--- config.mk ---
export PLATFORM = sky130hd
export DESIGN_NAME = split_read_breakpoint_windows
export DESIGN_NICKNAME = d
export VERILOG_FILES = /design/src/hw/rtl/sbw_pkg.sv /design/src/hw/rtl/sbw_classify.sv /design/src/hw/rtl/sbw_window.sv /design/src/hw/rtl/split_read_breakpoint_windows.sv
export SDC_FILE = /design/constraint.sdc
export NUM_CORES = 2
export LEC_CHECK = 0
export ABC_AREA = 1
export BUFFER_PORTS_ARGS = -buffer_cell sky130_fd_sc_hd__buf_2
export CAP_MARGIN = 15
export CORE_ASPECT_RATIO = 1.75
export CORE_MARGIN = 1
export CORE_UTILIZATION = 35
export CTS_CLUSTER_SIZE = 40
export DETAILED_ROUTE_END_ITERATION = 10
export PLACE_DENSITY = 0.56
export SLEW_MARGIN = 20
export SYNTH_ARGS = -nofsm -noshare
export SYNTH_HDL_FRONTEND = slang
export SYNTH_SLANG_ARGS = --single-unit
--- constraint.sdc ---
create_clock -name i_clk -period 9.1 [get_ports i_clk]
set_input_delay 0.91 -clock i_clk [delete_from_list [all_inputs] [get_ports i_clk]]
set_output_delay 0.91 -clock i_clk [all_outputs]
set_load 0.01 [all_outputs]
--- src/hw/rtl/sbw_pkg.sv ---
// Package for the split read breakpoint window block.
// Holds the request and result structs, the anchor stage struct and the codes.
// No dependencies.
`default_nettype none

package sbw_pkg;

    localparam int unsigned POS_W = 31;
    localparam int unsigned WIN_W = 32;

    localparam logic [1:0] ST_VALID    = 2'd0;
    localparam logic [1:0] ST_REJECTED = 2'd1;
    localparam logic [1:0] ST_UNKNOWN  = 2'd2;

    localparam logic [1:0] CLS_DEL  = 2'd0;
    localparam logic [1:0] CLS_DUP  = 2'd1;
    localparam logic [1:0] CLS_INVM = 2'd2;
    localparam logic [1:0] CLS_INVP = 2'd3;

    localparam logic [0:0] REG_HALF_WIDTH  = 1'd0;
    localparam logic [0:0] REG_MIN_QUALITY = 1'd1;

    localparam logic [15:0] HALF_WIDTH_RESET  = 16'd500;
    localparam logic [7:0]  MIN_QUALITY_RESET = 8'd0;

    typedef struct packed {
        logic [15:0]      a_ref;
        logic [POS_W-1:0] a_start;
        logic [POS_W-1:0] a_end;
        logic             a_reverse;
        logic [15:0]      a_query_start;
        logic [7:0]       a_quality;
        logic [15:0]      b_ref;
        logic [POS_W-1:0] b_start;
        logic [POS_W-1:0] b_end;
        logic             b_reverse;
        logic [15:0]      b_query_start;
        logic [7:0]       b_quality;
    } t_req;

    typedef struct packed {
        logic [1:0]       status;
        logic [1:0]       breakpoint_class;
        logic [WIN_W-1:0] left_start;
        logic [WIN_W-1:0] left_end;
        logic [WIN_W-1:0] left_start_clip;
        logic [WIN_W-1:0] left_end_clip;
        logic [WIN_W-1:0] right_start;
        logic [WIN_W-1:0] right_end;
        logic [WIN_W-1:0] right_start_clip;
        logic [WIN_W-1:0] right_end_clip;
    } t_result;

    typedef struct packed {
        logic             vld;
        logic [1:0]       status;
        logic [1:0]       cls;
        logic             same;
        logic [POS_W-1:0] pl;
        logic [POS_W-1:0] pr;
        logic [POS_W-1:0] l_end;
        logic [POS_W-1:0] r_start;
    } t_anchor;

endpackage

`default_nettype wire

--- src/hw/rtl/sbw_classify.sv ---
// Ordering, classification and sanity stage of the breakpoint window block.
// Registers the anchors of one request. Depends on sbw_pkg.
`default_nettype none

module sbw_classify (
    input  wire              i_clk,
    input  wire              i_rst_n,
    input  wire              i_vld,
    input  sbw_pkg::t_req    i_req,
    input  wire  [7:0]       i_min_quality,
    output sbw_pkg::t_anchor o_anchor
);

    sbw_pkg::t_anchor r_anchor;
    sbw_pkg::t_anchor n_anchor;

    logic                     swap;
    logic                     same;
    logic                     inv;
    logic                     order_ok;
    logic                     qual_low;
    logic                     qlt;
    logic                     qeq;
    logic                     l_rev;
    logic [sbw_pkg::POS_W-1:0] l_start, l_end, r_start, r_end;
    logic [1:0]               status;
    logic [1:0]               cls;

    always_comb begin
        swap = (i_req.a_ref > i_req.b_ref) ||
               ((i_req.a_ref == i_req.b_ref) && (i_req.a_start > i_req.b_start));
        same = (i_req.a_ref == i_req.b_ref);
        inv  = (i_req.a_reverse != i_req.b_reverse);
        qeq  = (i_req.a_query_start == i_req.b_query_start);
        if (swap) begin
            l_start  = i_req.b_start;
            l_end    = i_req.b_end;
            r_start  = i_req.a_start;
            r_end    = i_req.a_end;
            l_rev    = i_req.b_reverse;
            qlt      = (i_req.b_query_start < i_req.a_query_start);
            order_ok = (i_req.b_end < i_req.a_start);
        end else begin
            l_start  = i_req.a_start;
            l_end    = i_req.a_end;
            r_start  = i_req.b_start;
            r_end    = i_req.b_end;
            l_rev    = i_req.a_reverse;
            qlt      = (i_req.a_query_start < i_req.b_query_start);
            order_ok = (i_req.a_end < i_req.b_start);
        end
        qual_low = (i_req.a_quality < i_min_quality) || (i_req.b_quality < i_min_quality);

        if (!inv && qeq) begin
            status = sbw_pkg::ST_UNKNOWN;
        end else if (qual_low || (same && !order_ok)) begin
            status = sbw_pkg::ST_REJECTED;
        end else if (qeq) begin
            status = sbw_pkg::ST_UNKNOWN;
        end else begin
            status = sbw_pkg::ST_VALID;
        end

        if (!inv) begin
            cls = (qlt != l_rev) ? sbw_pkg::CLS_DEL : sbw_pkg::CLS_DUP;
        end else begin
            cls = (qlt == l_rev) ? sbw_pkg::CLS_INVM : sbw_pkg::CLS_INVP;
        end

        n_anchor.vld     = i_vld;
        n_anchor.status  = status;
        n_anchor.cls     = cls;
        n_anchor.same    = same;
        n_anchor.l_end   = l_end;
        n_anchor.r_start = r_start;
        case (cls)
            sbw_pkg::CLS_DEL: begin
                n_anchor.pl = l_end;
                n_anchor.pr = r_start;
            end
            sbw_pkg::CLS_DUP: begin
                n_anchor.pl = l_start;
                n_anchor.pr = r_end;
            end
            sbw_pkg::CLS_INVM: begin
                n_anchor.pl = l_start;
                n_anchor.pr = r_start;
            end
            default: begin
                n_anchor.pl = l_end;
                n_anchor.pr = r_end;
            end
        endcase
    end

    always_ff @(posedge i_clk) begin
        if (!i_rst_n) begin
            r_anchor <= '0;
        end else begin
            r_anchor <= n_anchor;
        end
    end

    assign o_anchor = r_anchor;

endmodule

`default_nettype wire

--- src/hw/rtl/sbw_window.sv ---
// Window stages of the breakpoint window block: clamped windows around the
// anchors, then overlap trim and the result register. Depends on sbw_pkg.
`default_nettype none

module sbw_window (
    input  wire              i_clk,
    input  wire              i_rst_n,
    input  sbw_pkg::t_anchor i_anchor,
    input  wire  [15:0]      i_half_width,
    output logic             o_done,
    output sbw_pkg::t_result o_result
);

    localparam int unsigned W = sbw_pkg::WIN_W;

    logic                      r_vld;
    logic [1:0]                r_status;
    logic [1:0]                r_cls;
    logic                      r_same;
    logic [sbw_pkg::POS_W-1:0] r_l_end;
    logic [sbw_pkg::POS_W-1:0] r_r_start;
    logic [W-1:0]              r_ls, r_le, r_lsc, r_rs, r_re, r_rsc;
    logic [W-1:0]              n_ls, n_le, n_lsc, n_rs, n_re, n_rsc;

    logic                      r_done;
    sbw_pkg::t_result          r_result;
    sbw_pkg::t_result          n_result;

    logic [W-1:0] pl_w, pr_w, bd_w;
    logic [W-1:0] l_end_w, r_start_w;
    logic         trim_l, trim_r;

    always_comb begin
        pl_w  = {1'b0, i_anchor.pl};
        pr_w  = {1'b0, i_anchor.pr};
        bd_w  = {16'd0, i_half_width};
        n_le  = pl_w + bd_w;
        n_re  = pr_w + bd_w;
        if (pl_w > bd_w) begin
            n_ls  = pl_w - bd_w;
            n_lsc = '0;
        end else begin
            n_ls  = '0;
            n_lsc = pl_w;
        end
        if (pr_w > bd_w) begin
            n_rs  = pr_w - bd_w;
            n_rsc = '0;
        end else begin
            n_rs  = '0;
            n_rsc = pr_w;
        end
    end

    always_ff @(posedge i_clk) begin
        r_status  <= i_anchor.status;
        r_cls     <= i_anchor.cls;
        r_same    <= i_anchor.same;
        r_l_end   <= i_anchor.l_end;
        r_r_start <= i_anchor.r_start;
        r_ls      <= n_ls;
        r_le      <= n_le;
        r_lsc     <= n_lsc;
        r_rs      <= n_rs;
        r_re      <= n_re;
        r_rsc     <= n_rsc;
        if (!i_rst_n) begin
            r_vld <= 1'b0;
        end else begin
            r_vld <= i_anchor.vld;
        end
    end

    always_comb begin
        l_end_w   = {1'b0, r_l_end};
        r_start_w = {1'b0, r_r_start};
        trim_l    = r_same && (r_le >= r_start_w);
        trim_r    = r_same && (r_rs <= l_end_w);

        n_result                  = '0;
        n_result.status           = r_status;
        if (r_status == sbw_pkg::ST_VALID) begin
            n_result.breakpoint_class = r_cls;
            n_result.left_start       = r_ls;
            n_result.left_start_clip  = r_lsc;
            n_result.right_end        = r_re;
            if (trim_l) begin
                n_result.left_end_clip = r_le - r_start_w + W'(1);
                n_result.left_end      = r_start_w - W'(1);
            end else begin
                n_result.left_end_clip = '0;
                n_result.left_end      = r_le;
            end
            if (trim_r) begin
                n_result.right_start_clip = l_end_w - r_rs + W'(1);
                n_result.right_start      = l_end_w + W'(1);
            end else begin
                n_result.right_start_clip = r_rsc;
                n_result.right_start      = r_rs;
            end
        end
    end

    always_ff @(posedge i_clk) begin
        r_result <= n_result;
        if (!i_rst_n) begin
            r_done <= 1'b0;
        end else begin
            r_done <= r_vld;
        end
    end

    assign o_done   = r_done;
    assign o_result = r_result;

endmodule

`default_nettype wire

--- src/hw/rtl/split_read_breakpoint_windows.sv ---
// Top level of the split read breakpoint window block: request register,
// configuration registers and the two processing modules. Depends on sbw_pkg,
// sbw_classify and sbw_window.
//
// Usage: a request (both alignments of one split read) is taken at a rising
// clock edge where start is high and busy is low. busy is never raised, so a
// new request can be issued in every cycle; throughput is one request per
// clock. Each request gives exactly one result, shown on o_result with o_done
// high after the request has passed the request register,
// the classification stage and the window stage and the trim logic has fed
// the result register. Results leave in request order. The receiver cannot
// stall and must take each result when o_done is high.
// The APB-style port holds the window half width at address 0 and min_quality
// at address 4; pready is always high and a read returns the register value.
// Configuration must be written only when no request is in flight; unenforced.
// A synchronous active-low reset empties the pipeline and sets the window
// half width to 500 and min_quality to 0.
`default_nettype none

module split_read_breakpoint_windows (
    input  wire              i_clk,
    input  wire              i_rst_n,
    input  wire              start,
    output logic             busy,
    input  sbw_pkg::t_req    i_req,
    output logic             o_done,
    output sbw_pkg::t_result o_result,
    input  wire              psel,
    input  wire              penable,
    input  wire              pwrite,
    input  wire  [2:0]       paddr,
    input  wire  [31:0]      pwdata,
    output logic [31:0]      prdata,
    output logic             pready
);

    logic [15:0]      r_half_width;
    logic [7:0]       r_min_quality;
    logic             r_req_vld;
    sbw_pkg::t_req    r_req;
    sbw_pkg::t_anchor anchor;
    logic             wr_en;

    assign busy   = 1'b0;
    assign pready = 1'b1;
    assign wr_en  = psel && penable && pwrite;

    always_ff @(posedge i_clk) begin
        if (!i_rst_n) begin
            r_half_width  <= sbw_pkg::HALF_WIDTH_RESET;
            r_min_quality <= sbw_pkg::MIN_QUALITY_RESET;
        end else if (wr_en) begin
            unique case (paddr[2])
                sbw_pkg::REG_HALF_WIDTH:  r_half_width  <= pwdata[15:0];
                sbw_pkg::REG_MIN_QUALITY: r_min_quality <= pwdata[7:0];
                default: ;
            endcase
        end
    end

    always_comb begin
        unique case (paddr[2])
            sbw_pkg::REG_HALF_WIDTH:  prdata = {16'd0, r_half_width};
            sbw_pkg::REG_MIN_QUALITY: prdata = {24'd0, r_min_quality};
            default:                  prdata = '0;
        endcase
    end

    always_ff @(posedge i_clk) begin
        r_req <= i_req;
        if (!i_rst_n) begin
            r_req_vld <= 1'b0;
        end else begin
            r_req_vld <= start && !busy;
        end
    end

    sbw_classify u_classify (
        .i_clk         (i_clk),
        .i_rst_n       (i_rst_n),
        .i_vld         (r_req_vld),
        .i_req         (r_req),
        .i_min_quality (r_min_quality),
        .o_anchor      (anchor)
    );

    sbw_window u_window (
        .i_clk        (i_clk),
        .i_rst_n      (i_rst_n),
        .i_anchor     (anchor),
        .i_half_width (r_half_width),
        .o_done       (o_done),
        .o_result     (o_result)
    );

endmodule

`default_nettype wire
==> results by group <==
Outcome
  • Status: finished, final reports clean

Pwr
  • Power per cell area: 272 nW/um^2
  • Peak supply drop: 0.176 mV
  • P_leak: 23.2 nW

Hold path
  • Hold Path Depth: 1
  • Worst min-delay path class: in -> reg
  • Hold EP: r_req[1]
  • Hold_sp: i_req[1]

Placement
  • Routability Congestion: 0.973
  • Dpl hpwl: 113000 um
  • Input/output buffers: 472
  • Placed Area: 43200 um^2

Setup path
  • Worst flop-to-flop path startpoint: r_req[62]
  • Critical path's top delay family: simple AND/OR/NAND/NOR gates
  • Reg2reg setup slack: 4860 ps
  • Crit path DAT: 4830 ps
  • Slowest stage cell on the critical path: nand2_8
  • CP Capture Type: flop
  • CP Launch Type: flop
  • Worst R2R Path Depth: 22
  • CP Cell Sequence: inv_1 -> ha_1 -> nand2_1 -> nor2_1 -> nand2_1 -> nand2_1 -> nand2_1 -> nand2_1 -> nand2_1 -> nand2_1 -> nand2_2 -> nand2_8 -> inv_1 -> nand2_1 -> nand2_1 -> nand2_1 -> nand2_1 -> ha_1 -> nor3_2 -> buf_4 -> o211ai_2 -> nand2_1
  • Max incr delay on CP: 520 ps
  • Buffers & Inverters on Critical Path: 3
  • Terminus of the critical flop-to-flop path: u_classify.o_anchor[112]
  • Kind of critical path: reg -> reg
  • CP Data Required Time: 9690 ps
  • CP dominant cell by count: nand2_1
  • Worst-path fanout max: 107

CTS
  • Clock root cell: clkbuf_16
  • Clock tree from TritonCTS: yes
  • Count of hold-fix buffers inserted at cts: 0
  • H-tree levels: 3
  • Post-CTS setup buffers: 0
  • Post-cts repair resize count: 0
  • Sinks on Clock Net: 847
  • CTS Buffer Depth: 3
  • Total CTS buffers: 79
  • Clk_lat worst skew: 710 ps
  • Clk pin slew, worst setup/hold paths: 70 ps

Finish
  • Share of cells above drive strength 1: 13.9%
  • Final-stage net count: 6131
  • Final Instance Area: 46100 um^2
  • P&R area growth vs syn: 16.1%
  • Layout Utilization: 40.9%

Yosys
  • EDFF count, synth: 0
  • Synth warn: 0
  • Async set-reset flop share out of synthesis: 0%
  • Area of the mapped netlist: 39700 um^2
  • Yosys cell types: 49
  • FF+latch count, synth: 847
  • Sequential share of the synthesized area: 42.8%
  • Mean Syn Cell Area: 7.88 um^2
  • Synth Instances: 5034
  • Main flop type after synthesis: dfxtp_1

Timing
  • Final setup vio count: 0
  • Final slew viol count: 0
  • Setup TNS: 0 ps
  • Final Hold Vio Count: 0
  • Skew final: 34.4 ps
  • Max frequency: 0.236 GHz
  • Tmin final: 4240 ps
  • RSZ-0062 raised after global routing: false
  • Max transition margin: 25.5%
  • Tcrit/Tclk final: 46.6%
  • Worst-margin pin slew: 1120 ps

Floorplan
  • Initial Util: 35.2%
  • Boundary Pins: 542
  • Die Wd: 256 um
  • Core Region: 113000 um^2
  • Full die area: 115000 um^2
  • Row count: 163
  • Die Ht: 447 um

Drt
  • Post-DR vias/cell: 4.65
  • Drt initial violations: 1695
  • Total number of vias: 32767
  • Post-DRT Antenna Nets: 0
  • Pre-antenna DRT Iters: 7
  • DRC: 0
  • WL per Instance: 19.3 um
  • Routed WL: 136000 um

Global route
  • First-pass GRT wire length: 199000 um
  • Vias in the first global route: 32500
  • Total track usage: 23.3%
  • Grt ovf: 0
  • Largest net degree at the start of global routing: 108
  • Initial antenna violation count: 15

Flow run
  • Max-cap violations: 0
==> state kept, by name (all words and copies together), names as in the netlist, 8 cells and up <==
signal,cells
r_req,206
u_window.r_rs,32
r_half_width,16
u_window.r_le,32
u_window.r_ls,32
u_window.r_r_start,31
u_window.r_l_end,31
r_min_quality,8
u_window.r_lsc,31
u_window.r_re,32
u_window.o_result,227
u_window.r_rsc,31
u_classify.o_anchor,130
==> cells in the final DEF (no fill, tap or decap), types with 5 or more instances in the layout <==
cell and instances:
a31oi_1 5, o211ai_1 6, nand3_1 174, fa_1 20, o211ai_2 60, clkinv_2 12
clkbuf_1 12, nor3_2 8, buf_2 472, inv_8 5, o21ai_1 12, nand2_1 968
conb_1 81, or2_2 15, xor2_1 148, nand3b_1 8, o21bai_1 16, o21a_1 10
a21o_1 19, xnor2_1 20, nor4_1 16, dfxtp_1 846, ha_1 363, nand2_2 17
o21ai_0 178, a21boi_0 6, nor2_1 686, nor3_1 56, a21oi_1 340, nand4_1 54
buf_4 14, bufinv_16 13, clkbuf_8 5, nor2_2 35, clkbuf_16 80, inv_6 8
inv_1 735
==> worst max-delay path by stage <==
stage	cells past startpoint	start	endpoint	slack (ps)
6_report	22	r_req[62]	u_classify.o_anchor[112]	4860
5_1_grt	22	r_req[62]	u_classify.o_anchor[112]	4610
4_1_cts	22	r_req[62]	u_classify.o_anchor[112]	4810
3_5_place_dp	22	r_req[62]	u_classify.o_anchor[112]	4840
3_3_place_gp	12	u_window.r_r_start[20]	u_window.o_result[144]	4770
2_1_floorplan	22	r_req[86]	u_classify.o_anchor[62]	6050
==> routing by layer <==
layer	wire length (um)	up-vias	global-route usage (%)
met5	51	-	0
met4	9110	8	14.7
met3	6240	296	3.57
met2	68300	941	42.9
met1	52200	14889	24.8
li1	-	16633	-
==> kinds of logic after synthesis <==
family	after synthesis	share of synthesized area, %
adder cells (fa/ha/maj)	383	12.5
AND/OR/NAND/NOR	2050	21.3
buffers and inverters	920	9.77
other	2	0.0189
flip-flops	847	42.8
AO/OA/AOI/OAI	664	10.0
XOR/XNOR	168	3.71
==> power breakdown <==
group          internal (mW)  switching, mW  leakage, nW
Clock                   2.06           1.55         1.38
Sequential              4.28          0.465         7.05
Combinational           1.38           2.78         14.7
Total                   7.73           4.80         23.2
==> Yosys cell counts (50+ instances only) <==
master / number / share of area, %
dfxtp_1: 847 / 43
a21oi_1: 340 / 4.3
nand4_1: 54 / 0.85
nor3_1: 57 / 0.72
inv_1: 735 / 7.0
xor2_1: 148 / 3.3
o211ai_2: 60 / 1.9
o21ai_0: 178 / 2.2
nand3_1: 174 / 2.2
nand2_1: 970 / 9.2
ha_1: 363 / 11
clkbuf_1: 50 / 0.47
nor2_1: 689 / 6.5
buf_4: 71 / 1.3
==> cell type report <==
type                       instances  area, um^2
antenna                            4        10.0
clock buffer                      97        2120
clock inverter                    48         691
fill                           11776       66500
inverter                         741        2780
multi-input combinational       3346       19200
sequential                       847       17000
tap                             1485        1860
timing repair buffer             486        2470
==> metrics by stage <==
stage / setup WS [ps] / hold WS, ps / power (mW) / std cells
3_3_place_gp: 4770 / 313 / 8.98 / 6905
3_5_place_dp: 4840 / 312 / 8.98 / 6905
6_report: 4860 / 308 / 12.5 / 7054
5_1_grt: 4610 / 274 / 13.3 / 7050
2_1_floorplan: 6050 / 310 / 7.48 / 5113
4_1_cts: 4810 / 257 / 12.7 / 7050
No activity file was read; power rests on OpenSTA's default activity.
